## config.mk

```make
export PLATFORM = sky130hd
export DESIGN_NAME = half_single_float_converter
export DESIGN_NICKNAME = d
export VERILOG_FILES = /design/src/hw/rtl/hsfc_pkg.sv /design/src/hw/rtl/hsfc_pipe.sv /design/src/hw/rtl/half_single_float_converter.sv
export VERILOG_INCLUDE_DIRS = /design/src /design/src/hw/rtl
export SDC_FILE = /design/constraint.sdc
export NUM_CORES = 1
export LEC_CHECK = 0
export BUFFER_PORTS_ARGS = -buffer_cell sky130_fd_sc_hd__buf_4
export CORE_MARGIN = 2
export CORE_UTILIZATION = 51
export CTS_BUF_LIST = sky130_fd_sc_hd__clkbuf_8
export DETAILED_ROUTE_END_ITERATION = 8
export PLACE_DENSITY = 0.73
export REMOVE_ABC_BUFFERS = 1
export SYNTH_ARGS = -nofsm -noshare
export SYNTH_HDL_FRONTEND = slang
export SYNTH_SLANG_ARGS = --single-unit
```

## constraint.sdc

```tcl
create_clock -name i_clk -period 3.1 [get_ports i_clk]
set_input_delay 0.155 -clock i_clk [delete_from_list [all_inputs] [get_ports i_clk]]
set_output_delay 0.155 -clock i_clk [all_outputs]
set_load 0.02 [all_outputs]
```

## src/hw/rtl/half_single_float_converter_macros.svh

```systemverilog
// assertion helpers for the converter
`ifndef HALF_SINGLE_FLOAT_CONVERTER_MACROS_SVH
`define HALF_SINGLE_FLOAT_CONVERTER_MACROS_SVH

// implication checked every clock, held off during reset
`define HSF_ASSERT_IMP(label, ante, cons) \
    label: assert property (@(posedge i_clk) disable iff (!i_rst_n) (ante) |-> (cons)) \
        else $error("assertion failed");

// next-cycle implication
`define HSF_ASSERT_NXT(label, ante, cons) \
    label: assert property (@(posedge i_clk) disable iff (!i_rst_n) (ante) |=> (cons)) \
        else $error("assertion failed");

`endif

```

## src/hw/rtl/hsfc_pkg.sv

```systemverilog
`default_nettype none
package hsfc_pkg;
    localparam logic OP_H2S = 1'b0;
    localparam logic OP_S2H = 1'b1;
    localparam int   NSTG   = 3;

    // stage 1 to stage 2 payload
    typedef struct packed {
        logic        op;
        logic        sign;
        logic [7:0]  ex;
        logic [22:0] man;
        logic        zero;
        logic [3:0]  lz;
    } t_s1;

    // stage 2 to stage 3 payload
    typedef struct packed {
        logic        op;
        logic        sign;
        logic [7:0]  ex;
        logic [23:0] man;
        logic        zero;
        logic [4:0]  sh;
    } t_s2;

    // leading zeros of a 10-bit half mantissa, 0..9 when nonzero, 10 when zero
    function automatic logic [3:0] lzc10(input logic [9:0] m);
        logic [3:0] k;
        k = 4'd10;
        for (int i = 0; i < 10; i++) begin
            if (m[i]) k = 4'(9 - i);
        end
        return k;
    endfunction
endpackage
`default_nettype wire

```

## src/hw/rtl/hsfc_pipe.sv

```systemverilog
`default_nettype none
// three-stage datapath: decode and count, shift amount, assemble
module hsfc_pipe import hsfc_pkg::*; (
    input  wire logic        i_clk,
    input  wire logic        i_en,
    input  wire logic        i_op,
    input  wire logic [31:0] i_value,
    output logic [31:0]      o_converted
);
    t_s1 r_s1;
    t_s2 r_s2;
    logic [31:0] r_out;
    t_s1 n_s1;
    t_s2 n_s2;
    logic [31:0] n_out;

    always_comb begin
        n_s1.op = i_op;
        if (i_op == OP_H2S) begin
            n_s1.sign = i_value[15];
            n_s1.ex   = {3'd0, i_value[14:10]};
            n_s1.man  = {i_value[9:0], 13'd0};
            n_s1.zero = (i_value[14:0] == 15'd0);
        end else begin
            n_s1.sign = i_value[31];
            n_s1.ex   = i_value[30:23];
            n_s1.man  = i_value[22:0];
            n_s1.zero = (i_value[30:0] == 31'd0);
        end
        n_s1.lz = lzc10(i_value[9:0]);
    end

    always_comb begin
        logic signed [9:0] e;
        n_s2.op   = r_s1.op;
        n_s2.sign = r_s1.sign;
        n_s2.ex   = r_s1.ex;
        n_s2.zero = r_s1.zero;
        n_s2.sh   = {1'b0, r_s1.lz};
        n_s2.man  = {1'b0, r_s1.man};
        e = $signed({2'b00, r_s1.ex}) - 10'sd112;
        if (r_s1.op == OP_H2S) begin
            // normalize half subnormal: shift out leading zeros and the hidden one
            if (r_s1.ex == 8'd0)
                n_s2.man = {1'b0, r_s1.man << (r_s1.lz + 4'd1)};
        end else if (e <= 0 && e >= -10) begin
            n_s2.man = {1'b1, r_s1.man};
            n_s2.sh  = 5'(10'sd14 - e);
        end
    end

    always_comb begin
        logic signed [9:0] e;
        logic [23:0] sm;
        e = $signed({2'b00, r_s2.ex}) - 10'sd112;
        sm = r_s2.man >> r_s2.sh;
        n_out = 32'd0;
        if (r_s2.op == OP_H2S) begin
            if (r_s2.zero)
                n_out = {r_s2.sign, 31'd0};
            else if (r_s2.ex == 8'd0)
                n_out = {r_s2.sign, 8'(8'd112 - {4'd0, r_s2.sh}), r_s2.man[22:0]};
            else if (r_s2.ex == 8'd31)
                n_out = {r_s2.sign, 8'hff, r_s2.man[22:0]};
            else
                n_out = {r_s2.sign, 8'(r_s2.ex + 8'd112), r_s2.man[22:0]};
        end else begin
            if (r_s2.zero)
                n_out = {16'd0, r_s2.sign, 15'd0};
            else if (r_s2.ex == 8'hff) begin
                if (r_s2.man[22:0] == 23'd0)
                    n_out = {16'd0, r_s2.sign, 15'h7c00};
                else if (r_s2.man[22:13] == 10'd0)
                    n_out = {16'd0, r_s2.sign, 15'h7dff};
                else
                    n_out = {16'd0, r_s2.sign, 5'h1f, r_s2.man[22:13]};
            end else if (e > 0) begin
                if (e < 31)
                    n_out = {16'd0, r_s2.sign, e[4:0], r_s2.man[22:13]};
                else
                    n_out = {16'd0, r_s2.sign, 15'h7bff};
            end else if (e >= -10)
                n_out = {16'd0, r_s2.sign, 5'd0, sm[9:0]};
            else
                n_out = {16'd0, r_s2.sign, 15'd0};
        end
    end

    always_ff @(posedge i_clk) begin
        if (i_en) begin
            r_s1  <= n_s1;
            r_s2  <= n_s2;
            r_out <= n_out;
        end
    end

    assign o_converted = r_out;
endmodule
`default_nettype wire

```

## src/hw/rtl/half_single_float_converter.sv

```systemverilog
// half/single float converter, three register stages
// path: an accepted word is registered in r_s1, then r_s2, then r_out, from which it leaves
// throughput: one word per cycle; the whole pipe holds while a valid output sees i_stall
// reset: synchronous active-low i_rst_n clears the stage valid bits only
`default_nettype none
`include "half_single_float_converter_macros.svh"
module half_single_float_converter import hsfc_pkg::*; (
    input  wire logic        i_clk,
    input  wire logic        i_rst_n,
    input  wire logic        i_valid,
    output logic             o_stall,
    input  wire logic        i_op,
    input  wire logic [31:0] i_value,
    output logic             o_valid,
    input  wire logic        i_stall,
    output logic [31:0]      o_converted
);
    logic [NSTG-1:0] r_vld;
    logic en;

    // pipe advances when the output is free or empty
    assign en      = !(r_vld[NSTG-1] && i_stall);
    assign o_stall = !en;
    assign o_valid = r_vld[NSTG-1];

    always_ff @(posedge i_clk) begin
        if (!i_rst_n) begin
            r_vld <= '0;
        end else if (en) begin
            r_vld <= {r_vld[NSTG-2:0], i_valid};
        end
    end

    hsfc_pipe u_pipe (
        .i_clk       (i_clk),
        .i_en        (en),
        .i_op        (i_op),
        .i_value     (i_value),
        .o_converted (o_converted)
    );

    `HSF_ASSERT_NXT(a_hold, o_valid && i_stall, o_valid && $stable(o_converted))
    `HSF_ASSERT_IMP(a_stall, o_stall, o_valid && i_stall)
    `HSF_ASSERT_NXT(a_flow, i_valid && !o_stall, r_vld[0])
endmodule
`default_nettype wire
```

# Word level (Yosys, flattened, before mapping)
# Index checks and enable logic that the tools add are counted.
# classes
n_reduce_logical	12
mux	26
addsub	6
n_lt_le_gt_ge	5
eq_ne	2
shift	2
# ops
cell	n
$mux 31	3
$mux 15	4
$mux 24	2
$mux 33	1
$mux 32	1
$logic_not 31->1	1
$mux 10	3
$shr 24x5->10	1
$logic_not 23->1	1
$mux 23	1
$shl 23x4->23	1
$ge 9x5->1 const B	2
$sub 8x7->9 const B	2
$logic_not 8->1	2
$logic_not 15->1	1
$mux 3	4
$logic_not 10->1	1
$gt 9x1->1 const B	1
$le 9x1->1 const B	1
$lt 9x6->1 const B	1
$add 8x7->8 const B	1
$eq 8x5->1 const B	1
$eq 8x8->1 const B	1
$mux 2	4
10 further kinds	12
# totals
reg_bits	113
out_inout_bits	34
word_cells	73
inputBits	37

# Logic depth before layout (Yosys ltp)
# logic_depth
word_depth	9
ltp_mapped	10
ltp_nobuf	8

# Hierarchy
# A second synthesis with hierarchy kept.
# hier_totals
hier_cells	671
hier_area_um2	7369.6
# modules_own_cells
mod	cells_per_inst	n_inst	seq_area_each_um2	area_each_um2
hsfc_pipe	660	1	3303.2	7263.2
half_single_float_converter	11	1	60.1	106.4

# Worst setup path after synthesis
# No wires, ideal clock.
# synth_timing
path_type	reg2reg
from	register r_vld[2]
to	register r_vld[2]
arrival_time_ns	3.831
required_time_ns	2.981
period_less_slack_ns	3.950
setup_time_ns	0.119
n_path_buf	0
slack_ns	-0.850
stages_incl_launch_ff	4
path_cell_list	dfxtp_1 -> nand2_1 -> inv_1 -> o21a_1
# synth_between
elab_chain_len	1
# synth_rtl
item	line	text
start: declaration	half_single_float_converter.sv:18	logic [NSTG-1:0] r_vld;
start signal: assignment	half_single_float_converter.sv:30	r_vld <= {r_vld[NSTG-2:0], i_valid};
$logic_and 1x1->1	half_single_float_converter.sv:22	assign en = !(r_vld[NSTG-1] && i_stall);
named net o_stall	half_single_float_converter.sv:11	output logic o_stall,
# The timed path passes the listed nets, and every way through them passes these cells.
# A chain may end at the register's enable or synchronous reset.

==> flow_summary.yaml <==
synth:
  ys_seq_area_share_pct: 46.15
  yosys.area.top_type: "edfxtp_1"
  syn_inst: 666
  syn-cell-area_um2: 7288
  synth_cell_types: 63
  synth_edf_count: 110
  synth-warning-count: 0
  synth_ff_type: "edfxtp_1"
  ys_ff_latch: 113
  yosys-top-cells-area: "edfxtp_1 45%, mux4_2 7.7%, mux2_2 4.5%, mux2i_1 4.3%, nand2_1 4.2%"
  synth_top_cell_area_share_pct: 45.32
  postSynthAreaPerCell_um2: 10.94
  async_flop_share_pct: 0
grt:
  grt_pass1_vias: 5644
  antenna_found_initial: 0
  grt_usage_pct: 25.96
  grt_pass1_wl_um: 29740
  grt_max_degree: 68
  grt_overflow: 0
setup_path:
  cp_max_fo: 14
  path_class: "reg -> reg"
  crit-reg2reg-launch: "u_pipe.r_s1[1]"
  worst_setup_path_end_kind: "register"
  startpoint_type: "register"
  cp.arrival_ps: 3020
  crit_start: "u_pipe.r_s1[1]"
  critPathRequiredTime_ps: 3380
clock_tree:
  tritoncts: "done"
  cts_buffer_depth: 2
  clock-root-buffer: "clkbuf_8"
  cts.sinks: 113
  cts-resized-gates: 0
  cts.reportedPaths.clkPinSlew_ps: 70
  cts_buffers: 17
  cts_htree_levels: 4
  cts_setup_buffers: 0
  insertion_delay_ps: 450
finish:
  antenna_cells: 0
  fillers: 1114
  mostFrequentLayoutCells: "110 x edfxtp_1, 89 x buf_4, 81 x nand2_1"
  area_growth_pct: 16.98
  final_cell_area_um2: 8526
  fin_util_pct: 61.18
  fin_cells: 935
  drive_gt1_share_pct: 24.64
  nets: 794
  final_common_cell: "edfxtp_1"
timing:
  timing.fmax_mhz: 363.8
  fin_crit_ps: 2748
  slew_violations: 0
  final-hold-violation-count: 0
  fin_crit_sh_pct: 88.66
  grt_setup_unrepaired: "false"
  setup_viol: 0
  fin_ws_ps: 351.6
  fin_skew_ps: 9.561
  setup_total_negative_slack_ps: 0
  tightest_slew_ps: 705.9
  max_slew_margin_pct: 52.51
  holdWs_ps: 28.31
placed_design:
  place_area_um2: 8030
  dp_cells: 893
  post-place-ws_ps: 361.2
  dp_hpwl_um: 13720
  gp_congestion: 0.9156
  io_buffers: 70
drt:
  drc: 0
  wl_um: 18770
  via_per_inst: 6.286
  postRouteAntennaNets: 0
  first_iter_violations: 488
  wl_per_cell_um: 20.07
  dr.pass1.iters: 5
  dr_total_vias: 5877
run:
  max-cap-violations: 0
power:
  leakage_nw: 3.366
  p_per_area_nw_per_um2: 533.1
  power.total_mw: 4.545
  peakVddDrop_mv: 0.2971
floorplanning:
  die_w_um: 123.5
  die_h_um: 123.5
  core_area_um2: 13930
  ios: 71
  dieArea_um2: 15260
  row_count: 43
  start_util_pct: 52.30
min_path:
  min_from: "i_value[9]"
  hold_path_class: "in -> reg"
run_status:
  outcome: "complete, no violations"
repair_timing:
| action | 4_1_cts | 5_1_grt |
|---|---|---|
| hold buffers | 9 | 1 |
| setup endpoints to repair | 0 | 0 |
| endpoints found under the hold margin | 10 | 1 |
path summary, 6_finish.rpt:
check / endpoint / slack, ps / depth (start not counted)
max: u_pipe.r_s2[28] / 350 / 6
min: u_pipe.r_s1[0] / 30 / 2
max reg2reg: u_pipe.r_s2[28] / 350 / 6
min reg2reg: u_pipe.r_s2[38] / 430 / 0
kinds of logic (layout without fill, tap and decap cells):
kind of cell    count (synthesis)  count (layout)  synth area share [%]
compound gates                160             160                 14.13
xor+xnor                       10              10                 1.202
fa+ha+maj                      15              15                 2.575
buf+inv                        62             151                 3.468
flops                         113             113                 46.15
mux                            89              89                 17.91
simple gates                  217             217                 14.58
worst max-delay path: stages (launching register included):
cell      delay, ps
edfxtp_1        420
ha_1            780
buf_4           290
mux2_2          360
o21ai_0         370
nor2_1          120
o31ai_1         250
synth_stat cells, drive strengths merged, types with 2 or more instances:
| master | number |
|---|---|
| nor2 | 40 |
| a21boi | 3 |
| o21a | 5 |
| nand3 | 12 |
| buf | 14 |
| nor4 | 8 |
| and3 | 3 |
| dfxtp | 3 |
| o221ai | 8 |
| o21ai | 43 |
| nor2b | 5 |
| clkbuf | 29 |
| a31oi | 7 |
| nand4 | 6 |
| or2 | 2 |
| a311oi | 2 |
| inv | 18 |
| xor2 | 2 |
| or3 | 2 |
| xnor2 | 8 |
| a2111oi | 2 |
| nand2 | 82 |
| edfxtp | 110 |
| or4 | 6 |
| a21oi | 39 |
| a211oi | 4 |
| o211ai | 15 |
| o22ai | 2 |
| ha | 15 |
| a31o | 2 |
| a21o | 2 |
| a22oi | 5 |
| mux4 | 29 |
| mux2i | 31 |
| nand2b | 9 |
| nor3 | 12 |
| o31ai | 6 |
| a221oi | 6 |
| and2 | 25 |
| mux2 | 29 |
| nor3b | 2 |
final cells by class:
class / instances / area (um^2) / area share (%)
multi-input combinational: 491 / 3680 / 43.16
sequential: 113 / 3363 / 39.45
timing repair buffer: 100 / 788.3 / 9.246
clock buffer: 17 / 234.0 / 2.744
tap: 180 / 225.2 / 2.642
clock inverter: 15 / 161.4 / 1.893
inverter: 19 / 73.82 / 0.8659
where the power goes:
part | switching, mW | internal [mW]
combinational | 0.597 | 0.533
clock | 0.676 | 0.722
sequential | 0.172 | 1.85
total | 1.44 | 3.10
layer usage:
metal	track usage, %	routed length [um]	up-vias
met5	0	0	-
met4	12.93	803	0
met3	4.566	1076	56
met2	42.62	9180	284
met1	33.13	7705	2815
li1	-	-	2722
flip-flops by register name, summed over array words and instances, names as in the netlist:
signal / cells
r_vld: 3
u_pipe.o_converted: 32
u_pipe.n_s2: 11
u_pipe.r_s1: 27
u_pipe.r_s2: 40
Power figures use the tool's default switching activity.
